### src/hw/rtl/dasd_pkg.sv
`timescale 1ns / 1ps
// ----------------------------------------------------------------------------
// dasd_pkg: shared types and calendar helpers
// Field widths, default parameter values, the datapath operation codes and
// the calendar functions used by the datapath.
// ----------------------------------------------------------------------------
package dasd_pkg;

  localparam int YEAR_BITS        = 14;
  localparam int MONTH_BITS       = 4;
  localparam int DAY_BITS         = 5;
  localparam int DOY_BITS         = 9;
  localparam int CYC_BITS         = 9;

  localparam int OFFSET_BITS_DEF  = 21;
  localparam int YEAR_MAX_DEF     = 9999;

  localparam int FALLBACK_YEAR    = 2000;
  localparam int YEAR_CYCLE       = 400;
  localparam int FALLBACK_CYCLE   = FALLBACK_YEAR % YEAR_CYCLE;
  localparam int CENTURY          = 100;
  localparam int DAYS_COMMON      = 365;
  localparam int DAYS_LEAP        = 366;
  localparam int FEB_COMMON       = 28;
  localparam int FEB_LEAP         = 29;
  localparam int MONTHS           = 12;
  localparam int FEBRUARY         = 2;

  typedef enum logic [2:0] {
    OP_NONE,
    OP_LOAD,
    OP_MOD,
    OP_CHECK,
    OP_YEAR,
    OP_MONTH,
    OP_OUT
  } dp_op_t;

  typedef struct packed {
    logic mod_done;
    logic year_done;
    logic year_err;
    logic month_done;
  } dp_status_t;

  // leap rule on the year taken modulo 400
  function automatic logic is_leap(input logic [CYC_BITS-1:0] cyc);
    logic by4;
    logic by100;
    by4   = (cyc[1:0] == 2'b00);
    by100 = (cyc == CYC_BITS'(CENTURY)) || (cyc == CYC_BITS'(2 * CENTURY)) ||
            (cyc == CYC_BITS'(3 * CENTURY));
    return by4 && !by100;
  endfunction

  function automatic logic [DOY_BITS-1:0] year_len(input logic leap);
    return leap ? DOY_BITS'(DAYS_LEAP) : DOY_BITS'(DAYS_COMMON);
  endfunction

  function automatic logic [DAY_BITS-1:0] month_days(input logic leap,
                                                     input logic [MONTH_BITS-1:0] m);
    logic [DAY_BITS-1:0] n;
    case (m)
      4'd2: begin
        n = leap ? DAY_BITS'(FEB_LEAP) : DAY_BITS'(FEB_COMMON);
      end
      4'd4, 4'd6, 4'd9, 4'd11: begin
        n = DAY_BITS'(30);
      end
      default: begin
        n = DAY_BITS'(31);
      end
    endcase
    return n;
  endfunction

  // days before the month in a common year
  function automatic logic [DOY_BITS-1:0] month_start(input logic [MONTH_BITS-1:0] m);
    logic [DOY_BITS-1:0] s;
    case (m)
      4'd2:    s = DOY_BITS'(31);
      4'd3:    s = DOY_BITS'(59);
      4'd4:    s = DOY_BITS'(90);
      4'd5:    s = DOY_BITS'(120);
      4'd6:    s = DOY_BITS'(151);
      4'd7:    s = DOY_BITS'(181);
      4'd8:    s = DOY_BITS'(212);
      4'd9:    s = DOY_BITS'(243);
      4'd10:   s = DOY_BITS'(273);
      4'd11:   s = DOY_BITS'(304);
      4'd12:   s = DOY_BITS'(334);
      default: s = DOY_BITS'(0);
    endcase
    return s;
  endfunction

endpackage

### src/hw/rtl/dasd_in_if.sv
`timescale 1ns / 1ps
// ----------------------------------------------------------------------------
// dasd_in_if: request channel
// Valid/ready channel carrying the start date and the signed day offset.
// ----------------------------------------------------------------------------
interface dasd_in_if import dasd_pkg::*; #(
  parameter int OFFSET_BITS = OFFSET_BITS_DEF
) ();
  logic                          valid;
  logic                          ready;
  logic [YEAR_BITS-1:0]          start_year;
  logic [MONTH_BITS-1:0]         start_month;
  logic [DAY_BITS-1:0]           start_day;
  logic signed [OFFSET_BITS-1:0] day_offset;

  modport source (
    output valid, start_year, start_month, start_day, day_offset,
    input  ready
  );

  modport sink (
    input  valid, start_year, start_month, start_day, day_offset,
    output ready
  );
endinterface

### src/hw/rtl/dasd_out_if.sv
`timescale 1ns / 1ps
// ----------------------------------------------------------------------------
// dasd_out_if: result channel
// Valid/ready channel carrying the resulting date and the two flags.
// ----------------------------------------------------------------------------
interface dasd_out_if import dasd_pkg::*; ();
  logic                  valid;
  logic                  ready;
  logic [YEAR_BITS-1:0]  end_year;
  logic [MONTH_BITS-1:0] end_month;
  logic [DAY_BITS-1:0]   end_day;
  logic                  start_invalid;
  logic                  range_error;

  modport source (
    output valid, end_year, end_month, end_day, start_invalid, range_error,
    input  ready
  );

  modport sink (
    input  valid, end_year, end_month, end_day, start_invalid, range_error,
    output ready
  );
endinterface

### src/hw/rtl/date_add_signed_days_top.sv
`timescale 1ns / 1ps
// ----------------------------------------------------------------------------
// date_add_signed_days_top: Gregorian date plus signed day offset
// Moves a start date by a signed number of days with full leap-year and
// month/year rollover handling.
// ----------------------------------------------------------------------------
// usage:
//   din carries start_year, start_month, start_day and a signed day_offset;
//   dout returns end_year, end_month, end_day, start_invalid, range_error.
//   one result transaction per request transaction, in order.
//   an invalid start date is replaced by 1/1/2000 and flagged; a result
//   outside years 0..YEAR_MAX returns the start date with range_error set.
//   from accept to result valid the request passes a load step, year
//   reduction mod 400, a check step, the year walk over each calendar
//   year crossed, the month walk and an output step.
//   the year walk steps one year per cycle.
//   one request is worked on at a time; din.ready is high only when idle.
//   the result sits in an output register; the next request is accepted
//   while it waits, and the finished result waits there if dout stalls.
//   synchronous reset returns to idle and drops dout.valid.
// ----------------------------------------------------------------------------
module date_add_signed_days_top import dasd_pkg::*; #(
  parameter int OFFSET_BITS = OFFSET_BITS_DEF,
  parameter int YEAR_MAX    = YEAR_MAX_DEF
) (
  input  logic       clk,
  input  logic       rst,
  dasd_in_if.sink    din,
  dasd_out_if.source dout
);

  dp_op_t     op;
  dp_status_t status;

  dasd_ctrl u_ctrl (
    .clk       (clk),
    .rst       (rst),
    .in_valid  (din.valid),
    .in_ready  (din.ready),
    .out_ready (dout.ready),
    .out_valid (dout.valid),
    .status    (status),
    .op        (op)
  );

  dasd_dp #(
    .OFFSET_BITS (OFFSET_BITS),
    .YEAR_MAX    (YEAR_MAX)
  ) u_dp (
    .clk           (clk),
    .op            (op),
    .start_year    (din.start_year),
    .start_month   (din.start_month),
    .start_day     (din.start_day),
    .day_offset    (din.day_offset),
    .status        (status),
    .end_year      (dout.end_year),
    .end_month     (dout.end_month),
    .end_day       (dout.end_day),
    .start_invalid (dout.start_invalid),
    .range_error   (dout.range_error)
  );

  a_one_at_a_time: assert property (@(posedge clk) disable iff (rst)
    (din.valid && din.ready) |=> !din.ready)
    else $error("request accepted while busy");

  a_out_loads_valid: assert property (@(posedge clk) disable iff (rst)
    (op == OP_OUT) |=> dout.valid)
    else $error("result register loaded without valid");

  a_month_legal: assert property (@(posedge clk) disable iff (rst)
    dout.valid |-> ((dout.end_month != '0) && (dout.end_month <= MONTH_BITS'(MONTHS))
                    && (dout.end_day != '0)))
    else $error("result month or day out of range");

endmodule

### src/hw/rtl/dasd_ctrl.sv
`timescale 1ns / 1ps
// ----------------------------------------------------------------------------
// dasd_ctrl: sequencing state machine
// Steps the datapath through year reduction, validation, the year walk and
// the month walk, and owns the output valid flag.
// ----------------------------------------------------------------------------
module dasd_ctrl import dasd_pkg::*; (
  input  logic       clk,
  input  logic       rst,
  input  logic       in_valid,
  output logic       in_ready,
  input  logic       out_ready,
  output logic       out_valid,
  input  dp_status_t status,
  output dp_op_t     op
);

  typedef enum logic [2:0] {
    S_IDLE,
    S_MOD,
    S_CHECK,
    S_YEAR,
    S_MONTH,
    S_FINISH
  } state_t;

  state_t state;
  state_t state_next;

  assign in_ready = (state == S_IDLE) && !rst;

  always_comb begin
    state_next = state;
    op         = OP_NONE;
    case (state)
      S_IDLE: begin
        if (in_valid) begin
          op         = OP_LOAD;
          state_next = S_MOD;
        end
      end
      S_MOD: begin
        op = OP_MOD;
        if (status.mod_done) begin
          state_next = S_CHECK;
        end
      end
      S_CHECK: begin
        op         = OP_CHECK;
        state_next = S_YEAR;
      end
      S_YEAR: begin
        op = OP_YEAR;
        if (status.year_err) begin
          state_next = S_FINISH;
        end else if (status.year_done) begin
          state_next = S_MONTH;
        end
      end
      S_MONTH: begin
        op = OP_MONTH;
        if (status.month_done) begin
          state_next = S_FINISH;
        end
      end
      S_FINISH: begin
        if (!out_valid || out_ready) begin
          op         = OP_OUT;
          state_next = S_IDLE;
        end
      end
      default: begin
        state_next = S_IDLE;
      end
    endcase
  end

  always_ff @(posedge clk) begin
    if (rst) begin
      state     <= S_IDLE;
      out_valid <= 1'b0;
    end else begin
      state <= state_next;
      if (op == OP_OUT) begin
        out_valid <= 1'b1;
      end else if (out_ready) begin
        out_valid <= 1'b0;
      end
    end
  end

endmodule

### src/hw/rtl/dasd_dp.sv
`timescale 1ns / 1ps
// ----------------------------------------------------------------------------
// dasd_dp: date arithmetic datapath
// Holds the working date, the year phase in the 400-year cycle and the
// running day remainder; one year or one month per step, plus the result
// register.
// ----------------------------------------------------------------------------
module dasd_dp import dasd_pkg::*; #(
  parameter int OFFSET_BITS = OFFSET_BITS_DEF,
  parameter int YEAR_MAX    = YEAR_MAX_DEF
) (
  input  logic                          clk,
  input  dp_op_t                        op,
  input  logic [YEAR_BITS-1:0]          start_year,
  input  logic [MONTH_BITS-1:0]         start_month,
  input  logic [DAY_BITS-1:0]           start_day,
  input  logic signed [OFFSET_BITS-1:0] day_offset,
  output dp_status_t                    status,
  output logic [YEAR_BITS-1:0]          end_year,
  output logic [MONTH_BITS-1:0]         end_month,
  output logic [DAY_BITS-1:0]           end_day,
  output logic                          start_invalid,
  output logic                          range_error
);

  localparam int YMAX_BITS = $clog2(YEAR_MAX + 2);
  localparam int YW        = (YMAX_BITS > YEAR_BITS) ? YMAX_BITS : YEAR_BITS;
  localparam int RW        = ((OFFSET_BITS > DOY_BITS) ? OFFSET_BITS : DOY_BITS) + 2;
  localparam logic [YW-1:0] YMAX_W     = YW'(YEAR_MAX);
  localparam logic [YW-1:0] FALLBACK_W = YW'(FALLBACK_YEAR);

  logic [YEAR_BITS-1:0]          in_year;
  logic [MONTH_BITS-1:0]         in_month;
  logic [DAY_BITS-1:0]           in_day;
  logic signed [OFFSET_BITS-1:0] in_off;
  logic [YEAR_BITS-1:0]          ymod;
  logic [CYC_BITS-1:0]           cyc;
  logic [YW-1:0]                 sy;
  logic [YW-1:0]                 wy;
  logic [MONTH_BITS-1:0]         sm;
  logic [DAY_BITS-1:0]           sd;
  logic [MONTH_BITS-1:0]         mon;
  logic signed [RW-1:0]          r;
  logic                          inv;
  logic                          rng;

  logic                  start_ok;
  logic [DAY_BITS-1:0]   in_dim;
  logic [YW-1:0]         ch_year;
  logic [MONTH_BITS-1:0] ch_month;
  logic [DAY_BITS-1:0]   ch_day;
  logic [CYC_BITS-1:0]   ch_cyc;
  logic                  ch_leap;
  logic [DOY_BITS-1:0]   doy;
  logic signed [RW-1:0]  ch_r;
  logic                  neg;
  logic                  ge;
  logic [CYC_BITS-1:0]   cyc_prev;
  logic [CYC_BITS-1:0]   cyc_next;
  logic [DOY_BITS-1:0]   len_cur;
  logic [DOY_BITS-1:0]   len_prev;
  logic [DAY_BITS-1:0]   mdim;

  // start date check and day of year
  always_comb begin
    in_dim   = month_days(is_leap(ymod[CYC_BITS-1:0]), in_month);
    start_ok = (in_month != '0) && (in_month <= MONTH_BITS'(MONTHS)) &&
               (in_day != '0) && (YW'(in_year) <= YMAX_W) && (in_day <= in_dim);
    ch_year  = start_ok ? YW'(in_year) : FALLBACK_W;
    ch_month = start_ok ? in_month : MONTH_BITS'(1);
    ch_day   = start_ok ? in_day : DAY_BITS'(1);
    ch_cyc   = start_ok ? ymod[CYC_BITS-1:0] : CYC_BITS'(FALLBACK_CYCLE);
    ch_leap  = is_leap(ch_cyc);
    doy      = month_start(ch_month) + DOY_BITS'(ch_day) - DOY_BITS'(1) +
               DOY_BITS'(ch_leap && (ch_month > MONTH_BITS'(FEBRUARY)));
    ch_r     = RW'(doy) + RW'(in_off);
  end

  // year and month walk
  always_comb begin
    neg      = r[RW-1];
    len_cur  = year_len(is_leap(cyc));
    cyc_prev = (cyc == '0) ? CYC_BITS'(YEAR_CYCLE - 1) : cyc - CYC_BITS'(1);
    cyc_next = (cyc == CYC_BITS'(YEAR_CYCLE - 1)) ? '0 : cyc + CYC_BITS'(1);
    len_prev = year_len(is_leap(cyc_prev));
    ge       = !neg && (r >= RW'(len_cur));
    mdim     = month_days(is_leap(cyc), mon);
  end

  assign status.mod_done   = (ymod < YEAR_BITS'(YEAR_CYCLE));
  assign status.year_done  = !neg && !ge;
  assign status.year_err   = rng || (neg && (wy == '0)) || (ge && (wy == YMAX_W));
  assign status.month_done = (mon == MONTH_BITS'(MONTHS)) || (r < RW'(mdim));

  always_ff @(posedge clk) begin
    case (op)
      OP_LOAD: begin
        in_year  <= start_year;
        in_month <= start_month;
        in_day   <= start_day;
        in_off   <= day_offset;
        ymod     <= start_year;
      end
      OP_MOD: begin
        if (!status.mod_done) begin
          ymod <= ymod - YEAR_BITS'(YEAR_CYCLE);
        end
      end
      OP_CHECK: begin
        sy  <= ch_year;
        wy  <= ch_year;
        sm  <= ch_month;
        sd  <= ch_day;
        cyc <= ch_cyc;
        r   <= ch_r;
        mon <= MONTH_BITS'(1);
        inv <= !start_ok;
        rng <= (ch_year > YMAX_W);
      end
      OP_YEAR: begin
        if (status.year_err) begin
          rng <= 1'b1;
        end else if (neg) begin
          wy  <= wy - YW'(1);
          cyc <= cyc_prev;
          r   <= r + RW'(len_prev);
        end else if (ge) begin
          wy  <= wy + YW'(1);
          cyc <= cyc_next;
          r   <= r - RW'(len_cur);
        end
      end
      OP_MONTH: begin
        if (!status.month_done) begin
          r   <= r - RW'(mdim);
          mon <= mon + MONTH_BITS'(1);
        end
      end
      OP_OUT: begin
        end_year      <= rng ? sy[YEAR_BITS-1:0] : wy[YEAR_BITS-1:0];
        end_month     <= rng ? sm : mon;
        end_day       <= rng ? sd : (r[DAY_BITS-1:0] + DAY_BITS'(1));
        start_invalid <= inv;
        range_error   <= rng;
      end
      default: begin
      end
    endcase
  end

endmodule
### src/flat_wrapper.sv
// flat-port wrapper written by rule: the top's interface ports become plain ports
module date_add_signed_days_top_flat import dasd_pkg::*;
#(
  parameter int OFFSET_BITS = OFFSET_BITS_DEF,
  parameter int YEAR_MAX    = YEAR_MAX_DEF
)
  (clk, rst, din_valid, din_start_year, din_start_month, din_start_day, din_day_offset, din_ready, dout_valid, dout_end_year, dout_end_month, dout_end_day, dout_start_invalid, dout_range_error, dout_ready);
  dasd_in_if #(.OFFSET_BITS(OFFSET_BITS)) din_i ();
  dasd_out_if dout_i ();
  input  logic clk;
  input  logic rst;
  input wire logic [$bits(din_i.valid)-1:0] din_valid;
  input wire logic [$bits(din_i.start_year)-1:0] din_start_year;
  input wire logic [$bits(din_i.start_month)-1:0] din_start_month;
  input wire logic [$bits(din_i.start_day)-1:0] din_start_day;
  input wire logic [$bits(din_i.day_offset)-1:0] din_day_offset;
  output wire logic [$bits(din_i.ready)-1:0] din_ready;
  output wire logic [$bits(dout_i.valid)-1:0] dout_valid;
  output wire logic [$bits(dout_i.end_year)-1:0] dout_end_year;
  output wire logic [$bits(dout_i.end_month)-1:0] dout_end_month;
  output wire logic [$bits(dout_i.end_day)-1:0] dout_end_day;
  output wire logic [$bits(dout_i.start_invalid)-1:0] dout_start_invalid;
  output wire logic [$bits(dout_i.range_error)-1:0] dout_range_error;
  input wire logic [$bits(dout_i.ready)-1:0] dout_ready;
  assign din_i.valid = din_valid;
  assign din_i.start_year = din_start_year;
  assign din_i.start_month = din_start_month;
  assign din_i.start_day = din_start_day;
  assign din_i.day_offset = din_day_offset;
  assign din_ready = din_i.ready;
  assign dout_valid = dout_i.valid;
  assign dout_end_year = dout_i.end_year;
  assign dout_end_month = dout_i.end_month;
  assign dout_end_day = dout_i.end_day;
  assign dout_start_invalid = dout_i.start_invalid;
  assign dout_range_error = dout_i.range_error;
  assign dout_i.ready = dout_ready;
  date_add_signed_days_top #(.OFFSET_BITS(OFFSET_BITS), .YEAR_MAX(YEAR_MAX)) u_core (.clk(clk), .rst(rst), .din(din_i), .dout(dout_i));
endmodule
### config.mk
export PLATFORM = sky130hd
export DESIGN_NAME = date_add_signed_days_top_flat
export DESIGN_NICKNAME = d
export VERILOG_FILES = /design/src/hw/rtl/dasd_pkg.sv /design/src/hw/rtl/dasd_in_if.sv /design/src/hw/rtl/dasd_out_if.sv /design/src/hw/rtl/date_add_signed_days_top.sv /design/src/hw/rtl/dasd_ctrl.sv /design/src/hw/rtl/dasd_dp.sv /design/src/flat_wrapper.sv
export SDC_FILE = /design/constraint.sdc
export NUM_CORES = 1
export LEC_CHECK = 0
export ABC_AREA = 1
export BUFFER_PORTS_ARGS = -buffer_cell sky130_fd_sc_hd__buf_2
export CAP_MARGIN = 40
export CORE_MARGIN = 8
export CORE_UTILIZATION = 46
export CTS_BUF_LIST = sky130_fd_sc_hd__clkbuf_4 sky130_fd_sc_hd__clkbuf_8
export DETAILED_ROUTE_END_ITERATION = 10
export PLACE_DENSITY_LB_ADDON = 0.1
export SLEW_MARGIN = 10
export SYNTH_ARGS = -nofsm -noshare
export SYNTH_HDL_FRONTEND = slang
export SYNTH_SLANG_ARGS = --single-unit
### constraint.sdc
create_clock -name clk -period 8.8 [get_ports clk]
set_input_delay 0.44 -clock clk [delete_from_list [all_inputs] [get_ports clk]]
set_output_delay 0.44 -clock clk [all_outputs]
set_load 0.05 [all_outputs]
==> results.txt <==
The run finished with clean final reports. In this run the post-CTS setup repair buffer count came out at 0. Among all flip-flop cells after synthesis, the most frequent one is sky130_fd_sc_hd__edfxtp_1. Each instance of the synthesized netlist takes up on average 7.619 um2. The run gives 0 as the number of routed nets with antenna violations. The total count of max-transition violations in the final report is 0.

The post-detailed-route wirelength per cell was 16.93 um. The detailed router finished its first iteration with 1,026 violations. The arrival time of data at the critical path endpoint is 6.35 ns, and the share of the clock period used by the worst path after layout is 69.66%. The count of buffers added on input and output ports is 74.

In the layout the commonest cells are sky130_fd_sc_hd__nand2_1 (406), sky130_fd_sc_hd__inv_1 (197), sky130_fd_sc_hd__edfxtp_1 (158), sky130_fd_sc_hd__nor2_1 (142), sky130_fd_sc_hd__nand3_1 (142). The final count of hold timing violations was 0; the shortest clock period the worst path allows after layout was 6.130 ns. For this configuration, the core starts out at a cell density of 46.32%.

The max-capacitance violation count came out at 0. The count of yosys warnings during synthesis was 0. The TritonCTS buffer count came out at 17.

Setup violations remaining at the end of the flow were counted as 0. The die outline area is 31,440 um2. Setup repair after global routing left no endpoint under its margin. After routing the design area is 13,070 um2. The H-tree generated during clock tree synthesis spans 4 levels. After synthesis the netlist holds a flip-flop and latch count of 162.

The number of hold buffers added after CTS was 0. Counting every instance in the synthesized netlist gives 1,571. Global routing consumed, over all layers together, 21.63% of the routing resources.

The most numerous cell type found on the critical path is sky130_fd_sc_hd__nand3_1. Along the worst path, the maximum fanout reaches 25. The run gives 33.63 mm as the post-detailed-routing wire length. The number of nets in the finished design was 1,753. On the worst path, the slowest cell contributes a delay of 0.44 ns. After synthesis, flip-flops and latches occupy 40.31% of the total area.

The run gives 59 as the placement row count. The worst register-to-register path begins at u_core.u_dp.ymod[4]. Once detailed placement completed, the half-perimeter wirelength came to 25.83 mm. The startpoint identified for the worst hold timing path is din_day_offset[9].

The endpoint identified for the worst register-to-register timing path is u_core.u_dp.r[19]. Highest-delay cell along the critical path: sky130_fd_sc_hd__edfxtp_1. TritonCTS built the clock tree. The synthesized netlist occupies a cell area of 11,970 um2. The headroom to the max-slew limit was 46.33%; the placed cell area was 12,670 um2.

The tools report the total negative slack for setup checks as 0 ns. Worst-margin pin slew: 0.8013 ns. The later pin in the worst-skew pair is clocked with a latency of 0.47 ns. The first global-routing pass estimated 53.96 mm of wire. The worst hold slack after final layout was 0.1404 ns; the count of instances resized after the clock tree is built was 0. The number of global-route vias before repair came out at 10.18k.

The instance count along the most critical hold path was 1. Cells with a size suffix above 1 make up 12.24% of the layout. In the routed design, unresolved DRC markers number 0. Number of antenna repair diodes: 0.

Number of antenna violations at the first check in global routing: 0. The deepest clock path buffer count came out at 2. The synthesized design spends more area on one cell type than any other, namely sky130_fd_sc_hd__edfxtp_1. Of the post-synthesis cell area, the dominant cell type holds 39.64%. The path class of the tightest hold or removal check is input pin to register.

The tools report the worst min-delay path endpoint as u_core.u_dp.in_off[9]. In this run the vertical extent of the chip is 177.3 um. The proportion of register bits with asynchronous set or reset after synthesis came out at 0%. By area the synthesized netlist is led by sky130_fd_sc_hd__edfxtp_1 (40%), sky130_fd_sc_hd__nand2_1 (13%), sky130_fd_sc_hd__ha_1 (6.4%). The floorplan die width was 177.3 um; the path depth of the worst reg2reg path was 41.

CTS saw 162 sinks. The number of different library cells used by synthesis comes to 54. After global routing the overflow that remains totals 0. After clock tree synthesis, the clock-pin slew on the worst setup and hold paths is 0.12 ns. Before antenna repair, the detailed router went through 6 iterations. In this run the count of I/O pins placed on the die edge is 75.

Clock skew on the completed layout was measured at 0.02252 ns. The register-to-register setup slack was 2.67 ns. Clock tree synthesis selected as its root buffer the cell sky130_fd_sc_hd__clkbuf_8. The congestion estimate from routability-driven global placement came to 0.9346.

The synthesis-to-finish area growth works out to 9.178%. Counting flops with a built-in enable in the synthesized netlist gives 158. The number of vias per cell came out at 5.402. Across all layers, the routed design uses 10.73k vias. Leaving out fill and tap cells, the most frequent cell in the layout is sky130_fd_sc_hd__nand2_1.

Net count after synthesis: 1,686. For the worst setup path, the data required time is 9.02 ns. The number of fill cells in the layout came out at 2,553. After floorplanning, the core was sized to cover 25,840 um2.

STA classifies the critical path startpoint as a register. The type of the worst setup path was register to register. Entering global routing, the biggest net connects 45 pins.

STA classifies the critical path endpoint as a register. The top achievable clock speed is 163.1 MHz.
cell usage after synthesis, types with 3 or more instances:
master and instances:
sky130_fd_sc_hd__nand2_1 406, sky130_fd_sc_hd__inv_1 197, sky130_fd_sc_hd__edfxtp_1 158, sky130_fd_sc_hd__nor2_1 144
sky130_fd_sc_hd__nand3_1 142, sky130_fd_sc_hd__o21ai_0 126, sky130_fd_sc_hd__a21oi_1 67, sky130_fd_sc_hd__ha_1 61
sky130_fd_sc_hd__xor2_1 31, sky130_fd_sc_hd__nor3_1 30, sky130_fd_sc_hd__nand4_1 24, sky130_fd_sc_hd__inv_2 16
sky130_fd_sc_hd__clkbuf_1 15, sky130_fd_sc_hd__buf_2 13, sky130_fd_sc_hd__nand3_2 12, sky130_fd_sc_hd__nor2_2 11
sky130_fd_sc_hd__nand2_2 10, sky130_fd_sc_hd__or2_2 10, sky130_fd_sc_hd__xnor2_1 10, sky130_fd_sc_hd__nor2_4 9
sky130_fd_sc_hd__fa_1 6, sky130_fd_sc_hd__o211ai_1 6, sky130_fd_sc_hd__o21ai_1 6, sky130_fd_sc_hd__a31oi_1 5
sky130_fd_sc_hd__buf_4 5, sky130_fd_sc_hd__dfxtp_1 4, sky130_fd_sc_hd__nor4_1 4, sky130_fd_sc_hd__o22ai_1 4
sky130_fd_sc_hd__a21o_1 3, sky130_fd_sc_hd__a21oi_2 3, sky130_fd_sc_hd__a22oi_1 3, sky130_fd_sc_hd__buf_6 3
stage by stage:
stage,setup WS (ns),utilization [%],instances
global route,1.927,50.58,1986
finish,2.670,50.58,1986
CTS,2.658,50.58,1986
detailed placement,2.731,49.04,1954
global placement,2.814,49.04,1954
floorplan,3.226,-,1571
layout make-up:
class	count	area (um2)	share of cell area, %
multi-input combinational	1154	6145	47.02
sequential	162	4825	36.92
inverter	217	820.8	6.281
timing repair buffer	86	460.4	3.524
tap	335	419.2	3.208
clock buffer	17	234.0	1.791
clock inverter	15	163.9	1.254
how the worst max path moves through the flow:
stage	start	end	slack, ns
after floorplan	u_core.u_dp.ymod[4]	u_core.u_dp.r[19]	3.23
after global placement	u_core.u_dp.ymod[4]	u_core.u_dp.r[21]	2.81
after detailed placement	u_core.u_dp.ymod[4]	u_core.u_dp.r[19]	2.73
after CTS	u_core.u_dp.ymod[4]	u_core.u_dp.r[21]	2.66
after global routing	u_core.u_dp.ymod[4]	u_core.u_dp.r[21]	1.93
final	u_core.u_dp.ymod[4]	u_core.u_dp.r[19]	2.67
state kept, by name (all words and copies together) (netlist names), 3 cells and up:
| register | count |
|---|---|
| u_core.u_dp.r | 23 |
| u_core.u_dp.sy | 14 |
| u_core.u_ctrl.state | 3 |
| u_core.u_dp.mon | 4 |
| u_core.u_dp.sd | 5 |
| u_core.u_dp.end_day | 5 |
| u_core.u_dp.in_month | 4 |
| u_core.u_dp.in_off | 21 |
| u_core.u_dp.wy | 14 |
| u_core.u_dp.end_month | 4 |
| u_core.u_dp.in_day | 5 |
| u_core.u_dp.cyc | 9 |
| u_core.u_dp.ymod | 14 |
| u_core.u_dp.end_year | 14 |
| u_core.u_dp.in_year | 14 |
| u_core.u_dp.sm | 4 |
layer usage:
| layer | share of wire [%] | global-route usage [%] | routed length, um | vias up |
|---|---|---|---|---|
| li1 | - | - | - | 5355 |
| met1 | 49 | 32.25 | 16540 | 4986 |
| met2 | 43 | 32.78 | 14440 | 358 |
| met3 | 6.6 | 2.489 | 2210 | 30 |
| met4 | 1.3 | 5.384 | 435 | 0 |
| met5 | 0 | 0 | 0 | - |
kinds of logic after synthesis:
kind of cell	after synthesis	share of synthesized area [%]
simple gates	810	30.00
xor+xnor	41	3.000
fa+ha+maj	67	7.380
compound gates	236	10.77
flops	162	40.31
buf+inv	255	8.541
worst max-delay path, delay by kind of cell (launching register included):
family / cells / cell delay [ns]
buffers and inverters: 6 / 0.38
adders and majority gates: 7 / 1.85
DFF: 1 / 0.44
and+or+nand+nor: 22 / 2.27
AOI/OAI and AO/OA: 6 / 0.95
Power is not shown: default switching activity piles up to over one toggle a cycle in this logic, so the estimate is an artifact.
